--- config.mk ---
export PLATFORM = sky130hd
export DESIGN_NAME = crs_divide
export DESIGN_NICKNAME = d
export VERILOG_FILES = /design/src/sv/crs_pkg.sv /design/src/sv/crs_divide.sv
export SDC_FILE = /design/constraint.sdc
export NUM_CORES = 2
export LEC_CHECK = 0
export CORE_MARGIN = 3
export CORE_UTILIZATION = 40
export DETAILED_ROUTE_END_ITERATION = 8
export DONT_BUFFER_PORTS = 1
export PLACE_DENSITY_LB_ADDON = 0.1
export SYNTH_ARGS = -nofsm -noshare
export SYNTH_HDL_FRONTEND = slang
export SYNTH_SLANG_ARGS = --single-unit
export TNS_END_PERCENT = 30
--- constraint.sdc ---
create_clock -name clk -period 20.6 [get_ports clk]
set_input_delay 4.12 -clock clk [delete_from_list [all_inputs] [get_ports clk]]
set_output_delay 4.12 -clock clk [all_outputs]
set_load 0.03 [all_outputs]
--- src/sv/crs_pkg.sv ---
// Shared constants and stage payload types for the raster size pipeline.
package crs_pkg;

  localparam int DIM_W        = 16;
  localparam int LD_W         = 15;
  localparam int UNIT_W       = 2 * DIM_W;
  localparam int PROD_W       = LD_W + UNIT_W;
  localparam int Q_W          = LD_W;
  localparam int RES_W        = 16;

  localparam int ROT_FULL     = 360;
  localparam int ROT_QUARTER  = 90;
  localparam int ROT_HALF     = ROT_FULL / 2;
  // Unsigned view of the rotation is rot + 2**15; fold that bias into the match value.
  localparam int ROT_BIAS     = (1 << (DIM_W - 1)) % ROT_HALF;
  localparam int ROT_MATCH    = (ROT_QUARTER + ROT_BIAS) % ROT_HALF;
  localparam int ROT_TOP_K    = 8;
  localparam int ROT_PER_STG  = 3;
  localparam int ORI_STAGES   = 3;

  localparam int MIN_EVEN     = 2;
  localparam logic [LD_W-1:0] LD_RESET = LD_W'(512);

  typedef struct packed {
    logic [DIM_W-1:0] sw;
    logic [DIM_W-1:0] sh;
    logic [DIM_W-1:0] an;
    logic [DIM_W-1:0] ad;
    logic [DIM_W-1:0] rot;
    logic             err;
  } geo_t;

  typedef struct packed {
    logic [DIM_W-1:0] ow;
    logic [DIM_W-1:0] oh;
    logic [DIM_W-1:0] an;
    logic [DIM_W-1:0] ad;
    logic             err;
  } ori_t;

  typedef struct packed {
    logic [DIM_W-1:0]  ow;
    logic [DIM_W-1:0]  oh;
    logic [UNIT_W-1:0] wu;
    logic [UNIT_W-1:0] hu;
    logic              err;
  } unit_t;

  typedef struct packed {
    logic [DIM_W-1:0]  ow;
    logic [DIM_W-1:0]  oh;
    logic [UNIT_W-1:0] lng;
    logic [UNIT_W-1:0] sht;
    logic              eq;
    logic              hwide;
    logic              err;
  } sel_t;

  typedef struct packed {
    logic [DIM_W-1:0]      ow;
    logic [DIM_W-1:0]      oh;
    logic [UNIT_W-1:0]     lng;
    logic [LD_W+DIM_W-1:0] p_lo;
    logic [LD_W+DIM_W-1:0] p_hi;
    logic                  eq;
    logic                  hwide;
    logic                  err;
  } prod_t;

  typedef struct packed {
    logic [DIM_W-1:0]  ow;
    logic [DIM_W-1:0]  oh;
    logic [PROD_W-1:0] rem;
    logic [UNIT_W-1:0] d;
    logic [Q_W-1:0]    q;
    logic              eq;
    logic              hwide;
    logic              err;
  } div_t;

  typedef struct packed {
    logic [RES_W-1:0] rw;
    logic [RES_W-1:0] rh;
    logic [DIM_W-1:0] ow;
    logic [DIM_W-1:0] oh;
    logic             err;
  } res_t;

endpackage

--- src/sv/crs_divide.sv ---
// Restoring divider, one quotient bit per stage, then even rounding and the result register.
module crs_divide (
  input  logic                      clk,
  input  logic                      rst,
  input  logic [crs_pkg::LD_W-1:0]  ld,
  input  logic                      in_valid,
  output logic                      in_ready,
  input  crs_pkg::div_t             in_div,
  output logic                      out_valid,
  input  logic                      out_ready,
  output crs_pkg::res_t             out_res
);
  import crs_pkg::*;

  logic [Q_W:0]     v;
  logic [Q_W+1:0]   adv;
  div_t             dv [Q_W];
  res_t             res;
  logic [RES_W-1:0] rnd;
  logic [RES_W-1:0] ldx;
  logic [Q_W-1:0]   qf;

  function automatic div_t div_step(input div_t x, input int b);
    div_t             y;
    logic [PROD_W-1:0] m;
    y = x;
    m = PROD_W'(x.d) << b;
    if (x.rem >= m) begin
      y.rem  = x.rem - m;
      y.q[b] = 1'b1;
    end
    return y;
  endfunction

  always_comb begin
    adv[Q_W+1] = out_ready;
    for (int i = Q_W; i >= 0; i--) begin
      adv[i] = !v[i] || adv[i+1];
    end
  end

  assign in_ready = adv[0];

  always_ff @(posedge clk) begin
    if (rst) begin
      v <= '0;
    end else begin
      if (adv[0]) v[0] <= in_valid;
      for (int i = 1; i <= Q_W; i++) begin
        if (adv[i]) v[i] <= v[i-1];
      end
    end
  end

  always_ff @(posedge clk) begin
    if (adv[0]) dv[0] <= div_step(in_div, Q_W - 1);
    for (int i = 1; i < Q_W; i++) begin
      if (adv[i]) dv[i] <= div_step(dv[i-1], Q_W - 1 - i);
    end
  end

  // Nearest even: odd quotient rounds up, below two clamps to two.
  assign qf  = dv[Q_W-1].q;
  assign ldx = RES_W'(ld);
  always_comb begin
    if (qf < Q_W'(MIN_EVEN)) begin
      rnd = RES_W'(MIN_EVEN);
    end else if (qf[0]) begin
      rnd = RES_W'(qf) + RES_W'(1);
    end else begin
      rnd = RES_W'(qf);
    end
  end

  always_ff @(posedge clk) begin
    if (adv[Q_W]) begin
      if (dv[Q_W-1].err) begin
        res <= '{rw: '0, rh: '0, ow: '0, oh: '0, err: 1'b1};
      end else begin
        res.ow  <= dv[Q_W-1].ow;
        res.oh  <= dv[Q_W-1].oh;
        res.err <= 1'b0;
        if (dv[Q_W-1].eq) begin
          res.rw <= ldx;
          res.rh <= ldx;
        end else if (dv[Q_W-1].hwide) begin
          res.rw <= rnd;
          res.rh <= ldx;
        end else begin
          res.rw <= ldx;
          res.rh <= rnd;
        end
      end
    end
  end

  assign out_valid = v[Q_W];
  assign out_res   = res;

endmodule

== Yosys cells after proc, flatten, opt, wreduce, memory -nomap -nowiden ==
Memory sizes are Yosys's and may differ from the RTL's.
Cells that the tools add are included.

* Bits in registers: 81
* RAM bits: 1,935
* Bits of input ports: 148
* Output and inout port bits: 67
* Memories kept: 1

{| class="wikitable"
|+ Memories
! name !! depth !! width !! rd ports !! clocked after Yosys merged registers in !! write ports !! RTL line !! source
|-
| dv || 15 || 129 || 15 || 0 || 15 || crs_divide.sv:17 || <nowiki>div_t dv [Q_W];</nowiki>
|}

* $add $sub $neg: 16
* Magnitude comparators: 16
* Muxes and demuxes: 95
* Bitwise logic cells: 1
* Reductions and logical operators: 34

{| class="wikitable"
|+ Operator list
! operator !! number
|-
| $mux 47 || 30
|-
| $mux 31 || 2
|-
| $mux 1 || 61
|-
| $ge 47x32->1 || 1
|-
| $ge 47x33->1 || 1
|-
| $ge 47x34->1 || 1
|-
| $ge 47x35->1 || 1
|-
| $ge 47x36->1 || 1
|-
| $ge 47x37->1 || 1
|-
| $ge 47x38->1 || 1
|-
| $ge 47x39->1 || 1
|-
| $ge 47x40->1 || 1
|-
| $ge 47x41->1 || 1
|-
| $ge 47x42->1 || 1
|-
| $ge 47x43->1 || 1
|-
| $ge 47x44->1 || 1
|-
| $ge 47x45->1 || 1
|-
| $ge 47x46->1 || 1
|-
| $sub 47x32->47 || 1
|-
| $sub 47x33->47 || 1
|-
| $sub 47x34->47 || 1
|-
| $sub 47x35->47 || 1
|-
| $sub 47x36->47 || 1
|-
| $sub 47x37->47 || 1
|-
| other kinds (16) || 48
|}

== Depth between registers and ports, before layout ==
* Word-level depth: 19
* Depth in mapped cells: 16
* Mapped depth without buffers: 14

== Least setup slack after synthesis ==
OpenSTA, ideal clock, no wires.

* Path kind: input-to-output
* Start: input out_ready
* End: output in_ready
* Data arrival time: 12,810 ps
* Data required time: 16,480 ps
* Setup slack: 3,670 ps
* Stages: 10
* Path buffers: 1
* Path through: nor2b_1 inv_1 nor2_1 and2_1 and3_1 and3_1 and3_1 clkbuf_1 nand4_1 or2_2

* Cells in the longest elaborated chain, start to end: 16

{| class="wikitable"
|+ Ends and longest elaborated chain
! element !! RTL line !! source
|-
| start, declared || crs_divide.sv:10 || <nowiki>input logic out_ready,</nowiki>
|-
| $logic_or 1x1->1 || crs_divide.sv:38 || <nowiki>adv[i] = !v[i] || adv[i+1];</nowiki>
|-
| named net adv[15] || crs_divide.sv:16 || <nowiki>logic [Q_W+1:0] adv;</nowiki>
|-
| $logic_or 1x1->1 (14 in a row) || crs_divide.sv:38 ||
|-
| named net adv[1] || crs_divide.sv:16 ||
|-
| $logic_or 1x1->1 || crs_divide.sv:38 ||
|-
| end, declared || crs_divide.sv:7 || <nowiki>output logic in_ready,</nowiki>
|}

The timed path passes the listed nets, and every way through them passes these cells.

== Worst setup path in the final report ==
Same ends and word-level chain as after synthesis.

==> results.yml <==
worst_setup_path:
  worst-path-max-fanout: 66
  crit_start: "out_ready"
  worstPathRequired_ns: 16.48
  crit_path_end: "in_ready"
  arrival_ns: 7.61
  critical_path.startpoint_type: "input port"
  rr_worst_depth: 12
  end_kind: "output port"
  r2r_slack_ns: 15.09
  timing.rr.end: "dv[0][52]$_DFFE_PP_"
  crit_type: "in2out"
  r2r-start: "v[15]$_SDFFE_PP0P_"
cts:
  numClockSinks: 1937
  htree_levels: 4
  postCtsSetupRepairBufs: 0
  cts_resized: 0
  clkTransAtPathRegs_ns: 0.06
  numCtsBuffers: 212
  cts_root_buf: "clkbuf_16"
  holdBufCountCts: 0
  clockBufferDepth: 3
  clock_latency_ns: 0.85
  cts_tree: "done"
synth:
  synth.cell_area_sq_um: 92300
  synth_area_leaders: "edfxtp_1 (63%), ha_1 (6.5%), a21oi_1 (3.3%)"
  synth_top_area_cell: "edfxtp_1"
  ys_ff_latch: 1937
  synth-edff-count: 1921
  synth.distinct_cells: 97
  synthCells: 7373
  synthArstFlopShare_pct: 0
  synth_common_cells: "edfxtp_1 (1921), inv_1 (628), a21oi_1 (612)"
  yosysMostFrequentCell: "edfxtp_1"
  synth_ff_type: "edfxtp_1"
  seq_area_frac_synth_pct: 62.9
  syn_nets: 8016
  synth_top_area_share_pct: 62.5
  avgSynthCellArea_sq_um: 12.5
  yosysWarningCount: 0
sta:
  finalCriticalPeriod_ns: 11.73
  timing_worst_slew_pin_value_ns: 1.33
  finalHoldViolCount: 0
  tns_ns: 0
  rsz0062_at_grt: "no"
  fmax_ghz: 0.0853
  slew-limit-headroom_pct: 10.8
  fin_ws_ns: 8.87
  post-route-period-util_pct: 56.9
  clock_skew_ns: 0.0605
  finalSetupViolCount: 0
  slew_viol_final: 0
die:
  die_w_um: 486
  row_count: 175
  dieArea_sq_um: 236000
  ioPinCount: 215
  initial_core_util_pct: 40.4
  core_area_sq_um: 228000
  fp.dieH_um: 486
grt:
  grt_usage_pct: 17.3
  grt_max_degree: 72
  antenna_found_initial: 7
  grt_pass1_wl_um: 323000
  grt_remaining_overflow: 0
  grt_pass1_vias: 56900
placement:
  gp_congestion: 0.923
  place_ws_ns: 8.87
  hpwl_um: 156000
  dp.cells: 10200
  port_buffers: 0
pwr:
  intPower_w: 0.00985
  total_leakage_power_nw: 40.7
  comb_power_share_pct: 33.6
  swShare_pct: 33.3
  power_per_cell_area_nw_per_um2: 143
  peakVddDrop_mv: 0.0786
  switchingPower_w: 0.00492
  p_clk_share_pct: 26.6
  seqPwrFrac_pct: 39.8
hold_path:
  hp-class: "reg2reg"
  min-delay-start: "dv[0][522]$_DFFE_PP_"
routing:
  wl_per_cell_um: 19.4
  drc: 0
  ant_nets: 0
  first_iter_violations: 2970
  vias: 55000
  vias_per_cell: 5.17
  drt_wl_total_um: 207000
  dr.pass1.iters: 5
status:
  status: "complete, no violations"
layout:
  n_fill_cell: 20400
  area_growth_pct: 11.8
  drive_gt1_share_pct: 7.22
  nets: 8084
  finalNonFillerCells: 10600
flow_run:
  drv_cap: 0
==> sequential cells by signal, indices dropped and copies added (netlist names) <==
name	cells
out_res	65
dv	1856
v	16
==> placed cells by master, fill, tap and decap left out, types with 29 or more instances in the layout <==
master,netlist,final
clkinv_2,0,39
inv_1,628,621
a31oi_1,50,50
nor2b_1,78,76
a21o_1,251,251
o21ai_0,386,384
buf_4,5,51
nor2_1,522,521
o21bai_1,47,47
clkinv_1,0,47
nand2_1,497,490
nor3_1,105,105
nand2b_1,62,62
nand3_1,122,121
xnor2_1,277,277
and3_1,45,44
xor2_1,218,218
clkbuf_16,0,214
edfxtp_1,1921,1921
a21oi_1,612,610
clkbuf_1,157,29
o21a_1,61,61
nor4_1,54,53
mux2_2,67,67
nand4_1,96,96
or3_1,42,42
bufinv_16,0,35
o211ai_1,35,35
a211oi_1,77,77
ha_1,481,481
==> layout make-up <==
| cell class | instances | area, sq um | area share, % |
|---|---|---|---|
| diodes | 4 | 10.0 | 0.00970 |
| clock buffers | 243 | 5460 | 5.30 |
| clock inverters | 157 | 1930 | 1.87 |
| inverters | 628 | 2380 | 2.31 |
| multi-input cells | 4611 | 31200 | 30.3 |
| flip-flops and latches | 1937 | 58000 | 56.2 |
| well taps | 3009 | 3760 | 3.65 |
| repair buffers | 51 | 383 | 0.371 |
==> layer usage <==
metal / track usage (%) / up-vias / wire length [um]
li1: - / 27400 / -
met1: 20.1 / 26000 / 84000
met2: 31.1 / 1057 / 104000
met3: 2.49 / 483 / 6910
met4: 8.98 / 4 / 11500
met5: 0 / - / 32
==> kinds of logic (layout without fill, tap and decap cells) <==
logic type      count (synthesis)  count (layout)  share of synthesized area (%)
fa+ha+maj                     495             495                           6.83
flops                        1937            1937                           62.9
mux                            75              75                          0.926
simple gates                 1781            1781                           9.25
buf+inv                       825            1079                           3.43
other cells                     0               4                              0
xor+xnor                      495             495                           4.70
compound gates               1765            1765                           12.0
==> critical path, cell delays in order <==
cell	delay, ns
nor2b_1	0.29
inv_2	0.04
buf_4	0.37
nor2_1	0.37
and2_1	0.36
and3_1	0.41
and3_1	0.41
and3_1	0.51
nand4_1	0.19
or2_4	0.51
==> how the worst min path moves through the flow <==
stage	to	cells past startpoint
floorplan	dv[0][1000]$_DFFE_PP_	0
global placement	dv[0][651]$_DFFE_PP_	0
detailed placement	dv[0][1009]$_DFFE_PP_	0
CTS	dv[1][3]$_DFFE_PP_	0
global route	dv[0][746]$_DFFE_PP_	0
finish	dv[0][651]$_DFFE_PP_	0
==> power by group through the flow <==
stage	clock, W	sequential (W)	combinational [W]
floorplan	0	0.00574	0.00381
global placement	0	0.00595	0.00492
detailed placement	0	0.00596	0.00494
CTS	0.00407	0.00588	0.00497
global route	0.00423	0.00596	0.00557
finish	0.00394	0.00588	0.00497
==> through the flow <==
step	hold slack (ns)	instance area (sq um)	utilization (%)	total power (W)
2_1_floorplan	0.400	92300	-	0.00955
3_3_place_gp	0.400	95800	41.9	0.0109
3_5_place_dp	0.405	95800	41.9	0.0109
4_1_cts	0.397	103000	45.2	0.0149
5_1_grt	0.400	103000	45.2	0.0158
6_report	0.402	103000	45.2	0.0148
Note: power is estimated with default switching activity, not from simulation.
