**config.mk**
```make
export PLATFORM = sky130hd
export DESIGN_NAME = crs_units
export DESIGN_NICKNAME = d
export VERILOG_FILES = /design/src/sv/crs_pkg.sv /design/src/sv/crs_units.sv
export SDC_FILE = /design/constraint.sdc
export NUM_CORES = 2
export LEC_CHECK = 0
export ABC_AREA = 1
export BUFFER_PORTS_ARGS = -buffer_cell sky130_fd_sc_hd__buf_4
export CELL_PAD_IN_SITES_DETAIL_PLACEMENT = 1
export CELL_PAD_IN_SITES_GLOBAL_PLACEMENT = 2
export CORE_AREA = 2 2 367 369
export CTS_CLUSTER_SIZE = 24
export DETAILED_ROUTE_END_ITERATION = 8
export DIE_AREA = 0 0 369 371
export GPL_ROUTABILITY_DRIVEN = 0
export HOLD_SLACK_MARGIN = 0.05
export PLACE_DENSITY_LB_ADDON = 0.1
export SYNTH_ARGS = -nofsm -noshare
export SYNTH_HDL_FRONTEND = slang
export SYNTH_SLANG_ARGS = --single-unit
```
**constraint.sdc**
```tcl
create_clock -name clk -period 10.5 [get_ports clk]
set_input_delay 0.525 -clock clk [delete_from_list [all_inputs] [get_ports clk]]
set_output_delay 0.525 -clock clk [all_outputs]
set_load 0.01 [all_outputs]
```
**src/sv/crs_pkg.sv**
```systemverilog
// Shared constants and stage payload types for the raster size pipeline.
package crs_pkg;

  localparam int DIM_W        = 16;
  localparam int LD_W         = 15;
  localparam int UNIT_W       = 2 * DIM_W;
  localparam int PROD_W       = LD_W + UNIT_W;
  localparam int Q_W          = LD_W;
  localparam int RES_W        = 16;

  localparam int ROT_FULL     = 360;
  localparam int ROT_QUARTER  = 90;
  localparam int ROT_HALF     = ROT_FULL / 2;
  // Unsigned view of the rotation is rot + 2**15; fold that bias into the match value.
  localparam int ROT_BIAS     = (1 << (DIM_W - 1)) % ROT_HALF;
  localparam int ROT_MATCH    = (ROT_QUARTER + ROT_BIAS) % ROT_HALF;
  localparam int ROT_TOP_K    = 8;
  localparam int ROT_PER_STG  = 3;
  localparam int ORI_STAGES   = 3;

  localparam int MIN_EVEN     = 2;
  localparam logic [LD_W-1:0] LD_RESET = LD_W'(512);

  typedef struct packed {
    logic [DIM_W-1:0] sw;
    logic [DIM_W-1:0] sh;
    logic [DIM_W-1:0] an;
    logic [DIM_W-1:0] ad;
    logic [DIM_W-1:0] rot;
    logic             err;
  } geo_t;

  typedef struct packed {
    logic [DIM_W-1:0] ow;
    logic [DIM_W-1:0] oh;
    logic [DIM_W-1:0] an;
    logic [DIM_W-1:0] ad;
    logic             err;
  } ori_t;

  typedef struct packed {
    logic [DIM_W-1:0]  ow;
    logic [DIM_W-1:0]  oh;
    logic [UNIT_W-1:0] wu;
    logic [UNIT_W-1:0] hu;
    logic              err;
  } unit_t;

  typedef struct packed {
    logic [DIM_W-1:0]  ow;
    logic [DIM_W-1:0]  oh;
    logic [UNIT_W-1:0] lng;
    logic [UNIT_W-1:0] sht;
    logic              eq;
    logic              hwide;
    logic              err;
  } sel_t;

  typedef struct packed {
    logic [DIM_W-1:0]      ow;
    logic [DIM_W-1:0]      oh;
    logic [UNIT_W-1:0]     lng;
    logic [LD_W+DIM_W-1:0] p_lo;
    logic [LD_W+DIM_W-1:0] p_hi;
    logic                  eq;
    logic                  hwide;
    logic                  err;
  } prod_t;

  typedef struct packed {
    logic [DIM_W-1:0]  ow;
    logic [DIM_W-1:0]  oh;
    logic [PROD_W-1:0] rem;
    logic [UNIT_W-1:0] d;
    logic [Q_W-1:0]    q;
    logic              eq;
    logic              hwide;
    logic              err;
  } div_t;

  typedef struct packed {
    logic [RES_W-1:0] rw;
    logic [RES_W-1:0] rh;
    logic [DIM_W-1:0] ow;
    logic [DIM_W-1:0] oh;
    logic             err;
  } res_t;

endpackage

```
**src/sv/crs_units.sv**
```systemverilog
// Display units, long/short select and the scaled numerator, four stages.
module crs_units (
  input  logic                      clk,
  input  logic                      rst,
  input  logic [crs_pkg::LD_W-1:0]  ld,
  input  logic                      in_valid,
  output logic                      in_ready,
  input  crs_pkg::ori_t             in_ori,
  output logic                      out_valid,
  input  logic                      out_ready,
  output crs_pkg::div_t             out_div
);
  import crs_pkg::*;

  logic [3:0] v;
  logic [4:0] adv;
  unit_t      s1;
  sel_t       s2;
  prod_t      s3;
  div_t       s4;
  logic       hw;

  always_comb begin
    adv[4] = out_ready;
    for (int i = 3; i >= 0; i--) begin
      adv[i] = !v[i] || adv[i+1];
    end
  end

  assign in_ready = adv[0];
  assign hw       = s1.hu > s1.wu;

  always_ff @(posedge clk) begin
    if (rst) begin
      v <= '0;
    end else begin
      if (adv[0]) v[0] <= in_valid;
      if (adv[1]) v[1] <= v[0];
      if (adv[2]) v[2] <= v[1];
      if (adv[3]) v[3] <= v[2];
    end
  end

  always_ff @(posedge clk) begin
    if (adv[0]) begin
      s1.ow  <= in_ori.ow;
      s1.oh  <= in_ori.oh;
      s1.wu  <= in_ori.ow * in_ori.an;
      s1.hu  <= in_ori.oh * in_ori.ad;
      s1.err <= in_ori.err;
    end
    if (adv[1]) begin
      s2.ow    <= s1.ow;
      s2.oh    <= s1.oh;
      s2.lng   <= hw ? s1.hu : s1.wu;
      s2.sht   <= hw ? s1.wu : s1.hu;
      s2.eq    <= s1.hu == s1.wu;
      s2.hwide <= hw;
      s2.err   <= s1.err;
    end
    // Split the 15x32 product into two 15x16 halves.
    if (adv[2]) begin
      s3.ow    <= s2.ow;
      s3.oh    <= s2.oh;
      s3.lng   <= s2.lng;
      s3.p_lo  <= ld * s2.sht[DIM_W-1:0];
      s3.p_hi  <= ld * s2.sht[UNIT_W-1:DIM_W];
      s3.eq    <= s2.eq;
      s3.hwide <= s2.hwide;
      s3.err   <= s2.err;
    end
    if (adv[3]) begin
      s4.ow    <= s3.ow;
      s4.oh    <= s3.oh;
      s4.rem   <= PROD_W'(s3.p_lo) + (PROD_W'(s3.p_hi) << DIM_W);
      s4.d     <= s3.lng;
      s4.q     <= '0;
      s4.eq    <= s3.eq;
      s4.hwide <= s3.hwide;
      s4.err   <= s3.err;
    end
  end

  assign out_valid = v[3];
  assign out_div   = s4;

endmodule

```
## Word level (Yosys, flattened, before mapping)

Cells that the tools add are included.
W data, S select, Z words.

- Memories kept: 0
- Output and inout bits: 131
- Memory bits (writable): 0
- Bits in latches: 0
- ROM bits: 0
- Register bits: 443

- Shift operators: 0
- Equal/unequal tests: 1
- Multiplexer cells: 2
- Magnitude comparators: 1
- Bitwise operators: 0
- Divide/modulo/power cells: 0
- Add/subtract/negate cells: 1
- Multiply operators: 4
- Reductions and logical operators: 8

Operators by type and width:

| cell | number |
|---|---|
| $mul A16 B16 Y32 | 2 |
| $mux W32 | 2 |
| $mul A15 B16 Y31 | 2 |
| $add A31 B47 Y47 | 1 |
| $eq A32 B32 Y1 | 1 |
| $gt A32 B32 Y1 | 1 |
| $logic_not A1 Y1 | 4 |
| $logic_or A1 B1 Y1 | 4 |

## Logic depth before layout (Yosys ltp)

- Word-level depth: 5
- Gate-level depth with buffers: 26

## Least setup slack after synthesis

Ideal clock, no wire load.

- Path type: input to output
- Start: in out_ready
- End: out in_ready
- Slack: 2,093 ps
- Arrival: 7,882 ps
- Path buffers: 0
- Stages: 6
- Path through: nor2_1 -> inv_1 -> nor2_1 -> inv_1 -> nor2_1 -> nand2_1

- Cells in the longest elaborated chain, start to end: 4

RTL lines:

| item | RTL line | RTL |
|---|---|---|
| start: declaration | crs_units.sv:10 | `input logic out_ready,` |
| $logic_or A1 B1 Y1 | crs_units.sv:26 | `adv[i] = !v[i] \|\| adv[i+1];` |
| named net adv[3] | crs_units.sv:16 | `logic [4:0] adv;` |
| $logic_or A1 B1 Y1 | crs_units.sv:26 |  |
| named net adv[2] | crs_units.sv:16 |  |
| $logic_or A1 B1 Y1 (2 in a row) | crs_units.sv:26 |  |
| end: declaration | crs_units.sv:7 | `output logic in_ready,` |

The timed path passes the listed nets, and every way through them passes these cells.

## Worst setup path after layout

- Start: reg s2[16] in the netlist's numbering
- End: reg s3[60] in the netlist's numbering, data pin

- Cells in the longest elaborated chain, start to end: 1

RTL lines:

| item | RTL line | RTL |
|---|---|---|
| start: declaration | crs_units.sv:18 | `sel_t s2;` |
| $mul A15 B16 Y31 | crs_units.sv:66 | `s3.p_lo <= ld * s2.sht[DIM_W-1:0];` |
| end: declaration | crs_units.sv:19 | `prod_t s3;` |

Every way passes these cells.
A chain may end at the register's enable or synchronous reset.

==> results list <==
* Run status: completed
- Slew at the pin closest to its max-slew limit: about 0.93 ns
- For this design, the CTS-stage hold fixing added 3 buffers.
- # rows: around 130
- Kind of critical path: reg -> reg
- Number of distinct library cells after synthesis: 34
* Initial antenna violation count: 6
- Crit-path leading delay family: adder cells
- Die Area: around 0.14 mm^2
- Core region area: about 0.13 mm^2
- Iteration count of the initial detailed-routing pass: 5
- Sequential standard cell area: around 0.013 mm^2
* Achievable Freq: between 0.15 and 0.2 GHz
- Crit share post-route: between 50% and 60%
* Headroom to the max-slew limit: between 30% and 40%
* Horiz. Die Dim: roughly 370 um
* Seq/Total Area, Yosys: approximately 26%
- Once the floorplan was initialized, standard cells occupied roughly 39% of the core.
- The critical path contains buffers and inverters numbering 5 combined.
* Global-route wire length before repair: 238 mm
- In this run the number of H-tree levels came out at 2.
- Overflow left after global routing: 0
- Routed WL per cell: 18.9 um
* Highest-delay cell along the critical path: sky130_fd_sc_hd__edfxtp_1
- Startpoint of the worst-slack reg-to-reg timing path: s2[16]$_DFFE_PP_
- In this run the most critical hold path is launched from in_ori[34].
- Post-synthesis instance area: about 0.052 mm^2
- After synthesis the netlist holds a flip-flop and latch count of between 400 and 500.
* Setup Fix Bufs, Post-CTS: 0
- The critical path goes through nand2_1, inv_1, fa_1, inv_1, fa_1, inv_1, fa_1, fa_1, fa_1, inv_1, fa_1, inv_1, ha_1, a21oi_1, a21boi_0, nor2_1, o21ai_0, nand3_1, nand2_1, nand2_1.
- Setup Skew: 0.0449 ns
- From bottom edge to top edge, the die measures ~370 um.
- The count of nets left with antenna violations once routing finished came out at 0.
- Setup total negative slack on the finished layout was measured at 0 ns.
- In this run, post-CTS repair resized a total of 0 instances.
- Final number of setup-violating endpoints: 0
- Slowest stage delay, CP: about 0.7 ns
- Total of buffers placed on input and output ports: 199
* Ratio of cells with drive above 1 in the final layout: 5.06%
* Clock root buffer: sky130_fd_sc_hd__clkbuf_16
* Final period demand of the worst path: 6.14 ns
- Counting instances, the worst hold path has a depth of 1.
- Final number of max-transition violations: 0
- CTS clk-pin slew, worst paths: ~0.07 ns
- Largest fanout on the critical path: 15
- Fillers: 15630
- The number of global-route vias before repair was between 40000 and 50000.
- Drc violations: 0
- For this run, the share of the core covered by cells in the final layout is roughly 42%.
* YS warnings: 0
- ANT cells: 0
* CTS tree: built
- CTS saw 443 sinks.
- Average via count per standard cell: 4.78
* End of the worst register-to-register path: s3[60]$_DFFE_PP_
- RSZ-0062 raised after global routing: no
- In this run the number of cells on the critical path is 20.
- The tool flagged a number of max-cap violations equal to 0.
* Required time reported for the critical path endpoint: roughly 11 ns
- Signal arrival time at the worst endpoint: about 6.6 ns
- Vias: around 37000
* Hold Fails Final Rpt: 0
- The worst hold path terminates at s1[66]$_DFFE_PP_.
* 1st-iter DRT viols: between 1500 and 2000
- # IOs: approximately 220
* Total routed wirelength: between 100 and 150 mm
* Overall Global Routing Usage: between 20% and 30%
- Cts bufs inserted: 52
- Detailed placement finished with a half-perimeter wire length of around 120 mm.
- Startpoint types: flip-flop
* Maximum number of pins on one net before global-route repair: 67
- In this run the mean area of a mapped cell was between 8 and 9 um^2.
* Worst hold-check path type: in -> reg
- The net count of the finished layout is 7288.
* Layout overhead on the synthesized area: 8.79%
- Number of instances in the synthesized netlist: approximately 6000
- The number of cells on the worst reg-to-reg path is 20.
* Cell repeated most along the worst path: sky130_fd_sc_hd__fa_1
- At the later pin of the worst-skew pair, clock insertion delay measures 0.68 ns.
* Buffer levels on the longest clock path: 3
* Multi-input logic area: ~0.031 mm^2
- For flop-to-flop paths, the worst setup slack is approximately 4.4 ns.
- CP Capture Type: flip-flop
==> cells by family after synthesis <==
group / count (synthesis) / synth area share [%]
AND/OR/NAND/NOR: 2106 / 16.2
buffers and inverters: 1858 / 13.8
adder cells (fa/ha/maj): 1194 / 39.9
flip-flops: 443 / 25.7
AO/OA/AOI/OAI: 266 / 2.75
XOR/XNOR: 100 / 1.70
other: 1 / 0.00727
==> placed cells by master (no fill, tap or decap), drive strengths merged, types with 13 or more instances in the layout <==
master,synthesis,routed
nand2,1637,1637
inv,1617,1622
fa,749,749
ha,445,445
edfxtp,439,439
buf,35,212
nand3,189,189
nor2,182,182
a21oi,156,156
xor2,80,80
o21ai,74,74
clkbuf,206,60
nand4,44,44
nor3,36,36
clkinv,0,21
xnor2,20,20
conb,1,15
o21bai,13,13
==> sequential cells by signal, summed over array words and instances (netlist names) <==
name and flops:
out_div 114, s1 97, s2 99, s3 129
v 4
==> final cells by class <==
| type | instances | share of cell area (%) |
|---|---|---|
| Multi-Input combinational cell | 3681 | 55.7 |
| Sequential cell | 443 | 23.6 |
| Inverter | 1617 | 10.8 |
| Tap cell | 1768 | 3.94 |
| Timing Repair Buffer | 215 | 2.89 |
| Clock buffer | 60 | 2.41 |
| Clock inverter | 36 | 0.548 |
==> synth_stat cells, drive strengths merged <==
master,n,share of area (%)
edfxtp,439,26
nand4,44,0.53
nand3,189,1.8
buf,35,0.50
inv,1617,12
clkbuf,206,1.5
xor2,80,1.4
a21boi,4,0.058
conb,1,0.0073
o21ai,74,0.72
a21o,11,0.16
or2,5,0.065
nor4,6,0.073
a21oi,156,1.5
and3,1,0.012
o21a,4,0.058
nand3b,6,0.087
o21bai,13,0.19
nor3,36,0.35
a31oi,3,0.036
nand2,1637,12
o22ai,1,0.012
ha,445,11
fa,749,29
nor2,182,1.3
dfxtp,4,0.16
xnor2,20,0.34
==> per-stage QoR <==
| stage | worst slack, ns | hold slack [ns] | instance area, um^2 | instances |
|---|---|---|---|---|
| after CTS | 4.36 | 0.187 | 56100 | 7820 |
| after global routing | 4.01 | 0.233 | 56100 | 7820 |
| final | 4.36 | 0.252 | 56100 | 7820 |
| after detailed placement | 4.32 | 0.405 | 54400 | 7721 |
| after global placement | 4.35 | 0.401 | 54400 | 7721 |
| after floorplan | 2.09 | 0.400 | 51600 | 5982 |
==> worst max-delay path by stage <==
stage | from | endpoint | slack, ns
4_1_cts | s2[27]$_DFFE_PP_ | s3[18]$_DFFE_PP_ | 4.36
5_1_grt | s2[13]$_DFFE_PP_ | s3[62]$_DFFE_PP_ | 4.01
2_1_floorplan | out_ready | in_ready | 2.09
3_3_place_gp | in_ori[56] | s1[64]$_DFFE_PP_ | 4.35
3_5_place_dp | in_ori[56] | s1[64]$_DFFE_PP_ | 4.32
6_report | s2[16]$_DFFE_PP_ | s3[60]$_DFFE_PP_ | 4.36
==> metal layers <==
metal / vias to the layer above / wire [um] / global-route usage [%]
li1: 17708 / - / -
met1: 19121 / 65500 / 28.9
met2: 435 / 75400 / 40.6
met3: 142 / 3990 / 2.03
met4: 0 / 2860 / 4.90
met5: - / 0 / 0
Power is left out: the tool's default activity adds up to more than one toggle a clock period on the data nets, which glitch-free logic cannot reach.
