<file path="config.mk">
export PLATFORM = sky130hd
export DESIGN_NAME = crs_orient
export DESIGN_NICKNAME = d
export VERILOG_FILES = /design/src/sv/crs_pkg.sv /design/src/sv/crs_orient.sv
export SDC_FILE = /design/constraint.sdc
export NUM_CORES = 1
export LEC_CHECK = 0
export ABC_AREA = 1
export ABC_CLOCK_PERIOD_IN_PS = 4500
export BUFFER_PORTS_ARGS = -buffer_cell sky130_fd_sc_hd__buf_2
export CAP_MARGIN = 5
export CORE_UTILIZATION = 52
export DETAILED_ROUTE_END_ITERATION = 10
export PLACE_DENSITY = 0.76
export SETUP_SLACK_MARGIN = 0.2
export SLEW_MARGIN = 20
export SYNTH_ARGS = -nofsm -noshare
export SYNTH_HDL_FRONTEND = slang
export SYNTH_SLANG_ARGS = --single-unit
export TNS_END_PERCENT = 10
</file>
<file path="constraint.sdc">
create_clock -name clk -period 4.5 [get_ports clk]
set_clock_uncertainty 0.1 [all_clocks]
set_input_delay 0.225 -clock clk [delete_from_list [all_inputs] [get_ports clk]]
set_output_delay 0.225 -clock clk [all_outputs]
set_load 0.05 [all_outputs]
</file>
<file path="src/sv/crs_pkg.sv">
// Shared constants and stage payload types for the raster size pipeline.
package crs_pkg;

  localparam int DIM_W        = 16;
  localparam int LD_W         = 15;
  localparam int UNIT_W       = 2 * DIM_W;
  localparam int PROD_W       = LD_W + UNIT_W;
  localparam int Q_W          = LD_W;
  localparam int RES_W        = 16;

  localparam int ROT_FULL     = 360;
  localparam int ROT_QUARTER  = 90;
  localparam int ROT_HALF     = ROT_FULL / 2;
  // Unsigned view of the rotation is rot + 2**15; fold that bias into the match value.
  localparam int ROT_BIAS     = (1 << (DIM_W - 1)) % ROT_HALF;
  localparam int ROT_MATCH    = (ROT_QUARTER + ROT_BIAS) % ROT_HALF;
  localparam int ROT_TOP_K    = 8;
  localparam int ROT_PER_STG  = 3;
  localparam int ORI_STAGES   = 3;

  localparam int MIN_EVEN     = 2;
  localparam logic [LD_W-1:0] LD_RESET = LD_W'(512);

  typedef struct packed {
    logic [DIM_W-1:0] sw;
    logic [DIM_W-1:0] sh;
    logic [DIM_W-1:0] an;
    logic [DIM_W-1:0] ad;
    logic [DIM_W-1:0] rot;
    logic             err;
  } geo_t;

  typedef struct packed {
    logic [DIM_W-1:0] ow;
    logic [DIM_W-1:0] oh;
    logic [DIM_W-1:0] an;
    logic [DIM_W-1:0] ad;
    logic             err;
  } ori_t;

  typedef struct packed {
    logic [DIM_W-1:0]  ow;
    logic [DIM_W-1:0]  oh;
    logic [UNIT_W-1:0] wu;
    logic [UNIT_W-1:0] hu;
    logic              err;
  } unit_t;

  typedef struct packed {
    logic [DIM_W-1:0]  ow;
    logic [DIM_W-1:0]  oh;
    logic [UNIT_W-1:0] lng;
    logic [UNIT_W-1:0] sht;
    logic              eq;
    logic              hwide;
    logic              err;
  } sel_t;

  typedef struct packed {
    logic [DIM_W-1:0]      ow;
    logic [DIM_W-1:0]      oh;
    logic [UNIT_W-1:0]     lng;
    logic [LD_W+DIM_W-1:0] p_lo;
    logic [LD_W+DIM_W-1:0] p_hi;
    logic                  eq;
    logic                  hwide;
    logic                  err;
  } prod_t;

  typedef struct packed {
    logic [DIM_W-1:0]  ow;
    logic [DIM_W-1:0]  oh;
    logic [PROD_W-1:0] rem;
    logic [UNIT_W-1:0] d;
    logic [Q_W-1:0]    q;
    logic              eq;
    logic              hwide;
    logic              err;
  } div_t;

  typedef struct packed {
    logic [RES_W-1:0] rw;
    logic [RES_W-1:0] rh;
    logic [DIM_W-1:0] ow;
    logic [DIM_W-1:0] oh;
    logic             err;
  } res_t;

endpackage

</file>
<file path="src/sv/crs_orient.sv">
// Rotation reduction modulo 180 over three stages, then the axis swap.
module crs_orient (
  input  logic          clk,
  input  logic          rst,
  input  logic          in_valid,
  output logic          in_ready,
  input  crs_pkg::geo_t in_geo,
  output logic          out_valid,
  input  logic          out_ready,
  output crs_pkg::ori_t out_ori
);
  import crs_pkg::*;

  logic [ORI_STAGES-1:0] v;
  geo_t                  pl [ORI_STAGES];
  logic [ORI_STAGES:0]   adv;
  logic [DIM_W-1:0]      u0;
  geo_t                  g0;
  logic                  swap;

  // Three conditional subtracts of 180 << k, k from top down.
  function automatic logic [DIM_W-1:0] rot_reduce(input logic [DIM_W-1:0] u, input int top);
    logic [DIM_W-1:0] x;
    logic [DIM_W:0]   m;
    x = u;
    for (int k = 0; k < ROT_PER_STG; k++) begin
      m = (DIM_W+1)'(ROT_HALF) << (top - k);
      if ({1'b0, x} >= m) begin
        x = DIM_W'({1'b0, x} - m);
      end
    end
    return x;
  endfunction

  function automatic geo_t reduce_stage(input geo_t g, input int top);
    geo_t y;
    y     = g;
    y.rot = rot_reduce(g.rot, top);
    return y;
  endfunction

  always_comb begin
    adv[ORI_STAGES] = out_ready;
    for (int i = ORI_STAGES - 1; i >= 0; i--) begin
      adv[i] = !v[i] || adv[i+1];
    end
  end

  assign in_ready = adv[0];
  assign u0       = {~in_geo.rot[DIM_W-1], in_geo.rot[DIM_W-2:0]};

  always_comb begin
    g0     = in_geo;
    g0.rot = u0;
    g0.err = (in_geo.sw == '0) || (in_geo.sh == '0) ||
             (in_geo.an == '0) || (in_geo.ad == '0);
  end

  always_ff @(posedge clk) begin
    if (rst) begin
      v <= '0;
    end else begin
      if (adv[0]) v[0] <= in_valid;
      for (int i = 1; i < ORI_STAGES; i++) begin
        if (adv[i]) v[i] <= v[i-1];
      end
    end
  end

  always_ff @(posedge clk) begin
    if (adv[0]) begin
      pl[0] <= reduce_stage(g0, ROT_TOP_K);
    end
    for (int i = 1; i < ORI_STAGES; i++) begin
      if (adv[i]) begin
        pl[i] <= reduce_stage(pl[i-1], ROT_TOP_K - ROT_PER_STG * i);
      end
    end
  end

  assign swap      = (pl[ORI_STAGES-1].rot == DIM_W'(ROT_MATCH));
  assign out_valid = v[ORI_STAGES-1];

  always_comb begin
    out_ori.ow  = swap ? pl[ORI_STAGES-1].sh : pl[ORI_STAGES-1].sw;
    out_ori.oh  = swap ? pl[ORI_STAGES-1].sw : pl[ORI_STAGES-1].sh;
    out_ori.an  = pl[ORI_STAGES-1].an;
    out_ori.ad  = pl[ORI_STAGES-1].ad;
    out_ori.err = pl[ORI_STAGES-1].err;
  end

endmodule

</file>
# Yosys cells after proc, flatten, opt, wreduce, memory -nomap -nowiden
# Memories as Yosys holds them, arrays and structs flattened.
# Index checks and enable logic that the tools add are counted.
# classes
add_sub_neg,9
n_lt_le_gt_ge,9
mux,26
eq_ne,1
bitwise_logic,1
reduce_logical,13
# op_table
op,n
2-to-1 mux 16 bit,20
logical NOT 16 bit,4
equality test 16 x 7 -> 1 bit (second input constant),1
greater-or-equal comparator 16 x 10 -> 1 bit (second input constant),1
greater-or-equal comparator 16 x 11 -> 1 bit (second input constant),1
greater-or-equal comparator 16 x 12 -> 1 bit (second input constant),1
greater-or-equal comparator 16 x 13 -> 1 bit (second input constant),1
greater-or-equal comparator 16 x 14 -> 1 bit (second input constant),1
greater-or-equal comparator 16 x 15 -> 1 bit (second input constant),1
greater-or-equal comparator 16 bit (second input constant),1
greater-or-equal comparator 16 x 8 -> 1 bit (second input constant),1
greater-or-equal comparator 16 x 9 -> 1 bit (second input constant),1
subtractor 16 x 10 -> 16 bit (second input constant),1
subtractor 16 x 11 -> 16 bit (second input constant),1
subtractor 16 x 12 -> 16 bit (second input constant),1
subtractor 16 x 13 -> 16 bit (second input constant),1
subtractor 16 x 14 -> 16 bit (second input constant),1
subtractor 16 x 15 -> 16 bit (second input constant),1
subtractor 16 bit (second input constant),1
subtractor 16 x 8 -> 16 bit (second input constant),1
subtractor 16 x 9 -> 16 bit (second input constant),1
logical OR 1 bit,6
2-to-1 mux 1 bit,6
logical NOT 1 bit,3
NOT 1 bit,1
# word_totals
ram_bits,243
n_memories,1
word_cells,63
inputBits,85
reg_bits,3
out_inout_bits,67
# mem_list
memory,depth,width,rd,rd_ports_with_merged_regs,wr,line_no,text
pl,3,81,3,0,3,crs_orient.sv:15,geo_t pl [ORI_STAGES];

# Depth between registers and ports, before layout
# Gate-level depths: netlist (run 1).
# logic_depth
ltp_word,11
depth_mapped,27
mapped_depth_nobuf,27

# Worst setup path before layout (run 1)
# Ideal clock, no wire load.
# synth_path
path_type,reg2reg
from,register v[2]
to,"memory pl[0][0] (netlist bit), enable pin"
setup_slack_ns,-0.810
setup_time_ns,0.907
t_required_ns,3.493
stages_incl_launch_ff,4
path_buffers,0
arrival_ns,4.303
path_cell_list,dfxtp_1 -> nand2_1 -> nor2_1 -> nand2_1
# synth_lines
item,line_no,text
start: declaration,crs_orient.sv:14,logic [ORI_STAGES-1:0] v;
start signal: indexed assignment,crs_orient.sv:65,if (adv[i]) v[i] <= v[i-1];
end: declaration,crs_orient.sv:15,

==> flow_metrics.env, run 1 <==
export IMPL_synth_ff_type="sky130_fd_sc_hd__edfxtp_1"
export IMPL_synthDominantCellAreaShare_pct=62.5
export IMPL_max_cap_viol_count=0
export IMPL_irDropWorstVdd_mv=0.371
export IMPL_synth_simple_gate_area_share_pct=22.0
export IMPL_setup_worst_path_end="pl[0][93]$_DFFE_PP_"
export IMPL_post_synth_fa_ha_maj_area_fraction_pct=0.858
export IMPL_headroom_to_the_max_slew_limit_pct=29.9
export IMPL_post_route_min_period_ns=3.60
export IMPL_groute_usage_overall_pct=20.4
export IMPL_largest_net_degree_at_the_start_of_global_routing=84
export IMPL_r2r_end="pl[0][93]$_DFFE_PP_"
export IMPL_worst_pin_slew_ns=1.05
export IMPL_post_synth_top_count_cell="sky130_fd_sc_hd__nand2_1"
export IMPL_worst_setup_path_start_kind="flip-flop"
export IMPL_synth_compound_gate_area_share_pct=2.65
export IMPL_clk_insertion_delay_late_ns=0.52
export IMPL_route_vias_total=7940
export IMPL_synthTopCellsByArea="sky130_fd_sc_hd__edfxtp_1 (63%), sky130_fd_sc_hd__nand2_1 (8.1%), sky130_fd_sc_hd__inv_1 (3.2%), sky130_fd_sc_hd__mux2_2 (3.1%), sky130_fd_sc_hd__nand3_1 (2.8%)"
export IMPL_dieArea_um2=23100
export IMPL_timing_final_crit_share_pct=80.0
export IMPL_io_pin_count=152
export IMPL_core_area_um2=21900
export IMPL_worstPathRequired_ns=4.79
export IMPL_port_buffers=150
export IMPL_outcome="complete, no violations"
export IMPL_dr_pass1_iters=5
export IMPL_r2r_slack_ns=0.90
export IMPL_wl_per_cell_um=15.3
export IMPL_clock_tree_from_tritoncts="built"
export IMPL_synthesis_instances=1035
export IMPL_cts_htree_levels=1
export IMPL_number_of_synthesized_flops_with_an_enable_pin=243
export IMPL_cts_made_buffers=24
export IMPL_grt_antenna_before_repair=1
export IMPL_fp_dieH_um=152
export IMPL_ys_seq_area_share_pct=63.0
export IMPL_synth_top_area_cell="sky130_fd_sc_hd__edfxtp_1"
export IMPL_timing_setup_critical_path_class="flip-flop to flip-flop"
export IMPL_place_congestion=0.895
export IMPL_syn_nets=1128
export IMPL_wl_mm=23.6
export IMPL_type_of_the_most_critical_hold_path="input port to flip-flop"
export IMPL_global_route_overflow_total=0
export IMPL_total_number_of_nets_in_the_final_design=1341
export IMPL_setup_viol=0
export IMPL_number_of_global_route_vias_before_repair=7687
export IMPL_ctsResizeCount=0
export IMPL_placementRows=54
export IMPL_combinational_family_with_the_most_area_after_synthesis="simple AND/OR/NAND/NOR gates"
export IMPL_ff2ff_path_depth=23
export IMPL_ctsRootBufferMaster="sky130_fd_sc_hd__clkbuf_16"
export IMPL_static_leakage_power_uw=0.00610
export IMPL_post_route_drc_count=0
export IMPL_signal_arrival_time_at_the_worst_endpoint_ns=3.89
export IMPL_detail_route_iter0_violations=467
export IMPL_critical_path_peak_fanout=14
export IMPL_vias_per_cell=5.13
export IMPL_power_density_nw_per_um2=637
export IMPL_timing_hold_worst_path_depth=4
export IMPL_die_width_um=152
export IMPL_place_detailed_hpwl_mm=15.3
export IMPL_rsz0062_at_grt="no"
export IMPL_yosys_warnings=0
export IMPL_tritoncts_num_sinks=246
export IMPL_cts_hold_buffers_added=75
export IMPL_async_reset_ff_share_pct=0
export IMPL_clkSlewWorstSetupHoldPaths_ns=0.06
export IMPL_syn_cell_area_um2=11700
export IMPL_synth_top_cells_by_count="sky130_fd_sc_hd__nand2_1 (253), sky130_fd_sc_hd__edfxtp_1 (243), sky130_fd_sc_hd__inv_1 (100)"
export IMPL_ctsLongestPathBuffers=3
export IMPL_crit_path_end_kind="flip-flop"
export IMPL_worstReg2RegStart="pl[0][14]$_DFFE_PP_"
export IMPL_maxSlewViolCount=0
export IMPL_totalNegativeSetupSlack_ns=0
export IMPL_fin_util_pct=63.9
export IMPL_flop_and_latch_count_out_of_synthesis=246
export IMPL_final_antenna_net_count=0
export IMPL_yosys_cell_types_count=38
export IMPL_finalHoldViolations=0
export IMPL_timing_critical_path_from="pl[0][14]$_DFFE_PP_"
export IMPL_post_synthesis_mux_area_share_pct=3.09
export IMPL_initial_core_util_pct=53.3
export IMPL_hold_path_startpoint="in_geo[10]"
export IMPL_synthesis_area_per_instance_um2=11.3
export IMPL_ratio_of_cells_with_drive_above_1_in_the_final_layout_pct=25.8
export IMPL_global_route_wire_length_before_repair_mm=38.0
export IMPL_layout_stage_area_growth_over_the_synthesis_result_pct=19.9
export IMPL_synth_xor_area_share_pct=1.79
export IMPL_cts_setup_buffers=0
export IMPL_achievable_frequency_mhz=278
state kept, by name (all words and copies together) (netlist names):
register and count:
pl 243, v 3
final cells by class:
class,instances,area (um2)
fill,1606,7900
sequential,246,7360
multi-input combinational,629,3580
timing repair buffer,228,1520
clock buffer,29,641
inverter,119,448
tap,280,350
clock inverter,15,97.6
antenna,1,2.50
worst min-delay path by stage:
stage,end,slack (ns)
3_3_place_gp,pl[0][81]$_DFFE_PP_,0.30
5_1_grt,pl[0][10]$_DFFE_PP_,0.27
2_1_floorplan,v[0]$_SDFFE_PP0P_,0.19
3_5_place_dp,pl[0][112]$_DFFE_PP_,0.30
6_report,pl[0][10]$_DFFE_PP_,0.24
4_1_cts,pl[0][10]$_DFFE_PP_,0.22
critical path, cell delays in order (launching register included):
cell and delay, ns:
sky130_fd_sc_hd__edfxtp_1 0.49, sky130_fd_sc_hd__inv_2 0.12, sky130_fd_sc_hd__nand2_2 0.07, sky130_fd_sc_hd__nor2_4 0.13, sky130_fd_sc_hd__nand3_2 0.18, sky130_fd_sc_hd__nand3_4 0.23, sky130_fd_sc_hd__nand2_1 0.08, sky130_fd_sc_hd__nand2_1 0.17
sky130_fd_sc_hd__nand2_2 0.10, sky130_fd_sc_hd__nor2_4 0.12, sky130_fd_sc_hd__nand2_2 0.09, sky130_fd_sc_hd__nor2_2 0.22, sky130_fd_sc_hd__nand3_1 0.14, sky130_fd_sc_hd__nand2_1 0.11, sky130_fd_sc_hd__inv_1 0.05, sky130_fd_sc_hd__ha_1 0.17
sky130_fd_sc_hd__inv_1 0.08, sky130_fd_sc_hd__nand3_1 0.08, sky130_fd_sc_hd__nor2_1 0.16, sky130_fd_sc_hd__nand2_1 0.16, sky130_fd_sc_hd__nand2_1 0.12, sky130_fd_sc_hd__xor2_1 0.17, sky130_fd_sc_hd__nand2_1 0.06, sky130_fd_sc_hd__inv_1 0.05
kinds of logic after synthesis:
kind of cell / after synthesis
AO/OA/AOI/OAI: 53
flip-flops: 246
AND/OR/NAND/NOR: 513
XOR/XNOR: 23
buffers and inverters: 160
multiplexers: 32
adder cells (fa/ha/maj): 8
layer usage:
metal	up-vias	GRT usage, %	wire length [um]
li1	3950	-	-
met1	3691	25.5	9740
met2	241	35.4	11800
met3	58	3.88	1300
met4	0	7.29	778
met5	-	0	0
layout by cell type, fill, tap and decap left out, types with 2 or more instances in the layout:
cell	count
sky130_fd_sc_hd__a21oi_1	14
sky130_fd_sc_hd__a21oi_2	2
sky130_fd_sc_hd__and2_1	2
sky130_fd_sc_hd__buf_2	150
sky130_fd_sc_hd__buf_4	3
sky130_fd_sc_hd__clkbuf_1	4
sky130_fd_sc_hd__clkbuf_16	25
sky130_fd_sc_hd__clkinv_1	7
sky130_fd_sc_hd__clkinv_2	6
sky130_fd_sc_hd__dfxtp_1	3
sky130_fd_sc_hd__dlygate4sd3_1	75
sky130_fd_sc_hd__edfxtp_1	243
sky130_fd_sc_hd__ha_1	8
sky130_fd_sc_hd__inv_1	99
sky130_fd_sc_hd__inv_2	19
sky130_fd_sc_hd__mux2_2	32
sky130_fd_sc_hd__nand2_1	251
sky130_fd_sc_hd__nand2_2	31
sky130_fd_sc_hd__nand2_4	11
sky130_fd_sc_hd__nand3_1	65
sky130_fd_sc_hd__nand3_2	8
sky130_fd_sc_hd__nand3_4	4
sky130_fd_sc_hd__nand3b_1	4
sky130_fd_sc_hd__nand4_1	33
sky130_fd_sc_hd__nor2_1	56
sky130_fd_sc_hd__nor2_2	8
sky130_fd_sc_hd__nor2_4	13
sky130_fd_sc_hd__nor3_1	2
sky130_fd_sc_hd__nor4_1	21
sky130_fd_sc_hd__o21ai_0	16
sky130_fd_sc_hd__o21ai_1	13
sky130_fd_sc_hd__o21ai_2	6
sky130_fd_sc_hd__xnor2_1	4
sky130_fd_sc_hd__xor2_1	18
report_power, final:
part / internal [uW] / switching, uW
sequential: 2930 / 163
combinational: 1260 / 2690
clock: 1070 / 807
per-stage QoR:
step / setup slack [ns] / std cells / hold WS, ns / power [uW] / instance area, um2
floorplan: 0.587 / 1035 / 0.194 / 6340 / 11700
global placement: 1.02 / 1427 / 0.300 / 6850 / 12500
detailed placement: 0.923 / 1427 / 0.305 / 6960 / 12500
CTS: 0.923 / 1546 / 0.220 / 8900 / 14000
global route: 0.525 / 1546 / 0.266 / 9570 / 14000
finish: 0.899 / 1547 / 0.245 / 8910 / 14000
No activity file was read; power rests on OpenSTA's default activity.
==> inputs of run 2 (changes only) <==
- ABC_AREA: 1 -> 0
- ABC_CLOCK_PERIOD_IN_PS: 4500 -> 3500
- CORE_UTILIZATION: 52 -> 58
- PLACE_DENSITY: 0.76 -> 0.8
- clock period: 4.5 -> 3.5 ns (I/O delays scaled with it)
==> run 2 against run 1 <==
  * Sequential share of layout area down 6.8 points
  * Wire length is 58% higher
  * Critical path depth shrank 11
  * Global-route usage up 14 points
  * Cell area is 15% higher
  * The flow now finishes with violations (negative setup slack)
  * Critical endpoint is now pl[0][175]$_DFFE_PP_
  * Synthesized area fell by 0.71%
==> flow_metrics.env, run 2 <==
export IMPL_synth_top_area_cell="sky130_fd_sc_hd__edfxtp_1"
export IMPL_type_of_the_most_critical_hold_path="input port to flip-flop"
export IMPL_max_cap_viol_count=0
export IMPL_clock_tree_from_tritoncts="built"
export IMPL_maxSlewViolCount=0
export IMPL_routedLengthMet1_mm=12.4
export IMPL_outcome="finished with violations"
export IMPL_critical_path_peak_fanout=5
export IMPL_fp_dieH_um=143
export IMPL_port_buffers=150
export IMPL_r2r_slack_ns=-0.73
export IMPL_die_width_um=143
export IMPL_clkPwrFrac_pct=17.8
export IMPL_cts_htree_levels=1
export IMPL_clk_insertion_delay_late_ns=0.52
export IMPL_final_cells=1556
export IMPL_ff_latch_area_um2=7360
export IMPL_async_reset_ff_share_pct=0
export IMPL_cp_cell_sequence="or4_4, or4_4, nor2_8, buf_12, xnor2_4, buf_6, o221ai_4, nand4_1, mux2i_2, or4_4, and4b_4, mux2i_1"
export IMPL_fin_util_pct=82.3
export IMPL_power_density_nw_per_um2=889
export IMPL_max_reg_flops=243
export IMPL_post_route_min_period_ns=4.23
export IMPL_number_of_global_route_vias_before_repair=9659
export IMPL_ys_seq_area_share_pct=63.5
export IMPL_layout_top_registers="pl: 243 flops, v: 3 flops"
export IMPL_worstReg2RegStart="pl[0][94]$_DFFE_PP_"
export IMPL_flop_and_latch_count_out_of_synthesis=246
export IMPL_pwr_share_seq_pct=27.8
export IMPL_post_synth_top_count_cell="sky130_fd_sc_hd__edfxtp_1"
export IMPL_worst_hold_path_endpoint="pl[0][9]$_DFFE_PP_"
export IMPL_place_detailed_hpwl_mm=19.5
export IMPL_proportion_of_power_drawn_by_combinational_gates_pct=54.4
export IMPL_global_route_wire_length_before_repair_mm=52.9
export IMPL_placementRows=51
export IMPL_post_route_drc_count=0
export IMPL_synth_ff_type="sky130_fd_sc_hd__edfxtp_1"
export IMPL_timing_setup_critical_path_class="flip-flop to flip-flop"
export IMPL_signal_arrival_time_at_the_worst_endpoint_ns=4.39
export IMPL_yosys_warnings=0
export IMPL_worst_setup_path_start_kind="flip-flop"
export IMPL_ratio_of_cells_with_drive_above_1_in_the_final_layout_pct=42.1
export IMPL_most_common_cell_after_layout_fill_and_taps_aside="sky130_fd_sc_hd__edfxtp_1"
export IMPL_final_antenna_net_count=0
export IMPL_route_vias_total=9846
export IMPL_power_internal_uw=8830
export IMPL_timing_critical_path_from="pl[0][94]$_DFFE_PP_"
export IMPL_ff2ff_path_depth=12
export IMPL_dr_wl_met3_mm=3.18
export IMPL_finalHoldViolations=0
export IMPL_synthesis_area_per_instance_um2=13.4
export IMPL_global_route_overflow_total=0
export IMPL_tritoncts_num_sinks=246
export IMPL_failed_checks="negative setup slack"
export IMPL_largest_net_degree_at_the_start_of_global_routing=82
export IMPL_synthTopCellsByArea="sky130_fd_sc_hd__edfxtp_1 (63%), sky130_fd_sc_hd__mux2_2 (3.4%), sky130_fd_sc_hd__xnor2_1 (2.6%), sky130_fd_sc_hd__buf_4 (2.1%), sky130_fd_sc_hd__nor2_1 (1.6%)"
export IMPL_cpMostUsedCell="sky130_fd_sc_hd__or4_4"
export IMPL_mostFrequentLayoutCells="sky130_fd_sc_hd__edfxtp_1 (243), sky130_fd_sc_hd__buf_4 (210), sky130_fd_sc_hd__buf_2 (150)"
export IMPL_crit_path_end_kind="flip-flop"
export IMPL_dieArea_um2=20600
export IMPL_detail_route_iter0_violations=1034
export IMPL_achievable_frequency_mhz=236
export IMPL_ctsRootBufferMaster="sky130_fd_sc_hd__clkbuf_16"
export IMPL_worst_path_dominant_cell_family="simple AND/OR/NAND/NOR gates"
export IMPL_syn_nets=957
export IMPL_place_congestion=0.896
export IMPL_synth_top_cells_by_count="sky130_fd_sc_hd__edfxtp_1 (243), sky130_fd_sc_hd__nor2_1 (48), sky130_fd_sc_hd__nand2_1 (46)"
export IMPL_slowest_delay_ns=0.62
export IMPL_worstPathRequired_ns=3.66
export IMPL_timing_final_crit_share_pct=121
export IMPL_dr_pass1_iters=5
export IMPL_number_of_synthesized_flops_with_an_enable_pin=243
export IMPL_rsz0062_at_grt="yes"
export IMPL_layout_stage_area_growth_over_the_synthesis_result_pct=38.6
export IMPL_wl_mm=37.3
export IMPL_placed_cells_incl_taps=1404
export IMPL_wl_per_cell_um=23.9
export IMPL_critical_path_slowest_cell="sky130_fd_sc_hd__or4_4"
export IMPL_total_number_of_nets_in_the_final_design=1366
export IMPL_synthDominantCellAreaShare_pct=63.0
export IMPL_worstPathBufferInverterCount=2
export IMPL_vias_per_cell=6.33
export IMPL_top_register="pl"
export IMPL_irDropWorstVdd_mv=0.579
export IMPL_static_leakage_power_uw=0.00646
export IMPL_fillCellCount=945
export IMPL_swShare_pct=38.2
export IMPL_synthesis_instances=864
export IMPL_post_route_worst_setup_slack_ns=-0.734
export IMPL_dr_wl_met2_mm=18.9
export IMPL_clkSlewWorstSetupHoldPaths_ns=0.06
export IMPL_ctsLongestPathBuffers=3
export IMPL_core_area_um2=19500
export IMPL_setup_viol=23
export IMPL_timing_hold_worst_path_depth=3
export IMPL_hold_path_startpoint="in_geo[9]"
export IMPL_top_signal_layer_used="met4"
export IMPL_syn_cell_area_um2=11600
export IMPL_cts_made_buffers=24
export IMPL_initial_core_util_pct=59.4
export IMPL_worst_pin_slew_ns=1.12
export IMPL_multi_input_area_um2=4300
export IMPL_net_switching_power_uw=5450
export IMPL_groute_usage_overall_pct=34.4
export IMPL_r2r_end="pl[0][175]$_DFFE_PP_"
export IMPL_grt_antenna_before_repair=0
export IMPL_yosys_cell_types_count=89
export IMPL_headroom_to_the_max_slew_limit_pct=25.5
export IMPL_io_pin_count=152
==> run 2: cell count changes after synthesis, sizes merged, moves of 16 or more <==
| cell | change |
|---|---|
| nand2 | -248 |
| inv | -95 |
| nand3 | -62 |
| xnor2 | +31 |
| nor2 | -28 |
| nor3 | +25 |
| nand4 | -22 |
| clkbuf | +20 |
| a21oi | +16 |
==> run 2: cell type report <==
| cell class | count | share of cell area (%) |
|---|---|---|
| diodes | 2 | 0.0312 |
| clock buffers | 34 | 4.23 |
| clock inverters | 8 | 0.421 |
| inverters | 24 | 0.592 |
| multi-input cells | 529 | 26.7 |
| flip-flops and latches | 246 | 45.8 |
| well taps | 265 | 2.06 |
| repair buffers | 448 | 20.1 |
==> run 2: cell families (layout without fill, tap and decap cells) <==
family	Yosys count	in the layout	share of synthesized area (%)
AOI/OAI and AO/OA	173	173	10.9
xor gates and xnor gates	48	48	3.79
adders and majority gates	9	9	0.950
buffers and inverters	89	514	4.11
DFF	246	246	63.5
muxes	48	48	4.52
other	0	2	0
and+or+nand+nor	251	251	12.3
==> run 2: through the flow <==
step                      hold WS, ns  instance area (um2)  power [uW]  setup WS (ns)  TNS, ns
after CTS                      0.0286                15800       13200         -0.315    -3.81
final                          0.0484                16100       14300         -0.734   -10.01
after global routing           0.0469                16100       14900         -0.985   -15.11
after floorplan                 0.147                11900        7950         -0.404   -17.68
after global placement          0.267                14000       10200         -0.353    -5.63
after detailed placement        0.267                14000       10300         -0.489    -7.90
==> run 2: worst register-to-register path, cell delays in order, from the launching register on <==
cell                       delay [ns]
sky130_fd_sc_hd__edfxtp_1        0.40
sky130_fd_sc_hd__or4_4           0.60
sky130_fd_sc_hd__or4_4           0.62
sky130_fd_sc_hd__nor2_8          0.22
sky130_fd_sc_hd__buf_12          0.13
sky130_fd_sc_hd__xnor2_4         0.07
sky130_fd_sc_hd__buf_6           0.13
sky130_fd_sc_hd__o221ai_4        0.21
sky130_fd_sc_hd__nand4_1         0.29
sky130_fd_sc_hd__mux2i_2         0.28
sky130_fd_sc_hd__or4_4           0.55
sky130_fd_sc_hd__and4b_4         0.26
sky130_fd_sc_hd__mux2i_1         0.13
==> run 2: worst max path at each step <==
| stage | end | slack, ns | depth (start not counted) |
|---|---|---|---|
| 2_1_floorplan | pl[0][175]$_DFFE_PP_ | -0.40 | 11 |
| 3_3_place_gp | pl[0][173]$_DFFE_PP_ | -0.35 | 12 |
| 3_5_place_dp | pl[0][173]$_DFFE_PP_ | -0.49 | 11 |
| 4_1_cts | pl[0][173]$_DFFE_PP_ | -0.31 | 15 |
| 5_1_grt | pl[0][173]$_DFFE_PP_ | -0.99 | 15 |
| 6_report | pl[0][175]$_DFFE_PP_ | -0.73 | 12 |
==> run 2: power by group through the flow <==
stage | clock network, uW | registers (uW) | logic [uW]
2_1_floorplan | 0 | 3950 | 4000
3_3_place_gp | 0 | 3960 | 6190
3_5_place_dp | 0 | 3990 | 6360
4_1_cts | 2450 | 3930 | 6870
5_1_grt | 2640 | 3990 | 8250
6_report | 2540 | 3970 | 7780
==> run 2: repair_timing <==
action,4_1_cts,5_1_grt
hold endpoints to repair,75,0
hold buffers,75,0
pin swaps,33,20
setup endpoints to repair,25,33
buffers inserted,15,17
gates cloned,0,1
gates resized for setup,38,29
==> run 2: per-layer routing <==
metal / track usage, % / vias up
met5: 0 / -
met3: 7.06 / 249
met4: 19.1 / 0
met1: 38.5 / 4630
met2: 61.2 / 792
li1: - / 4175
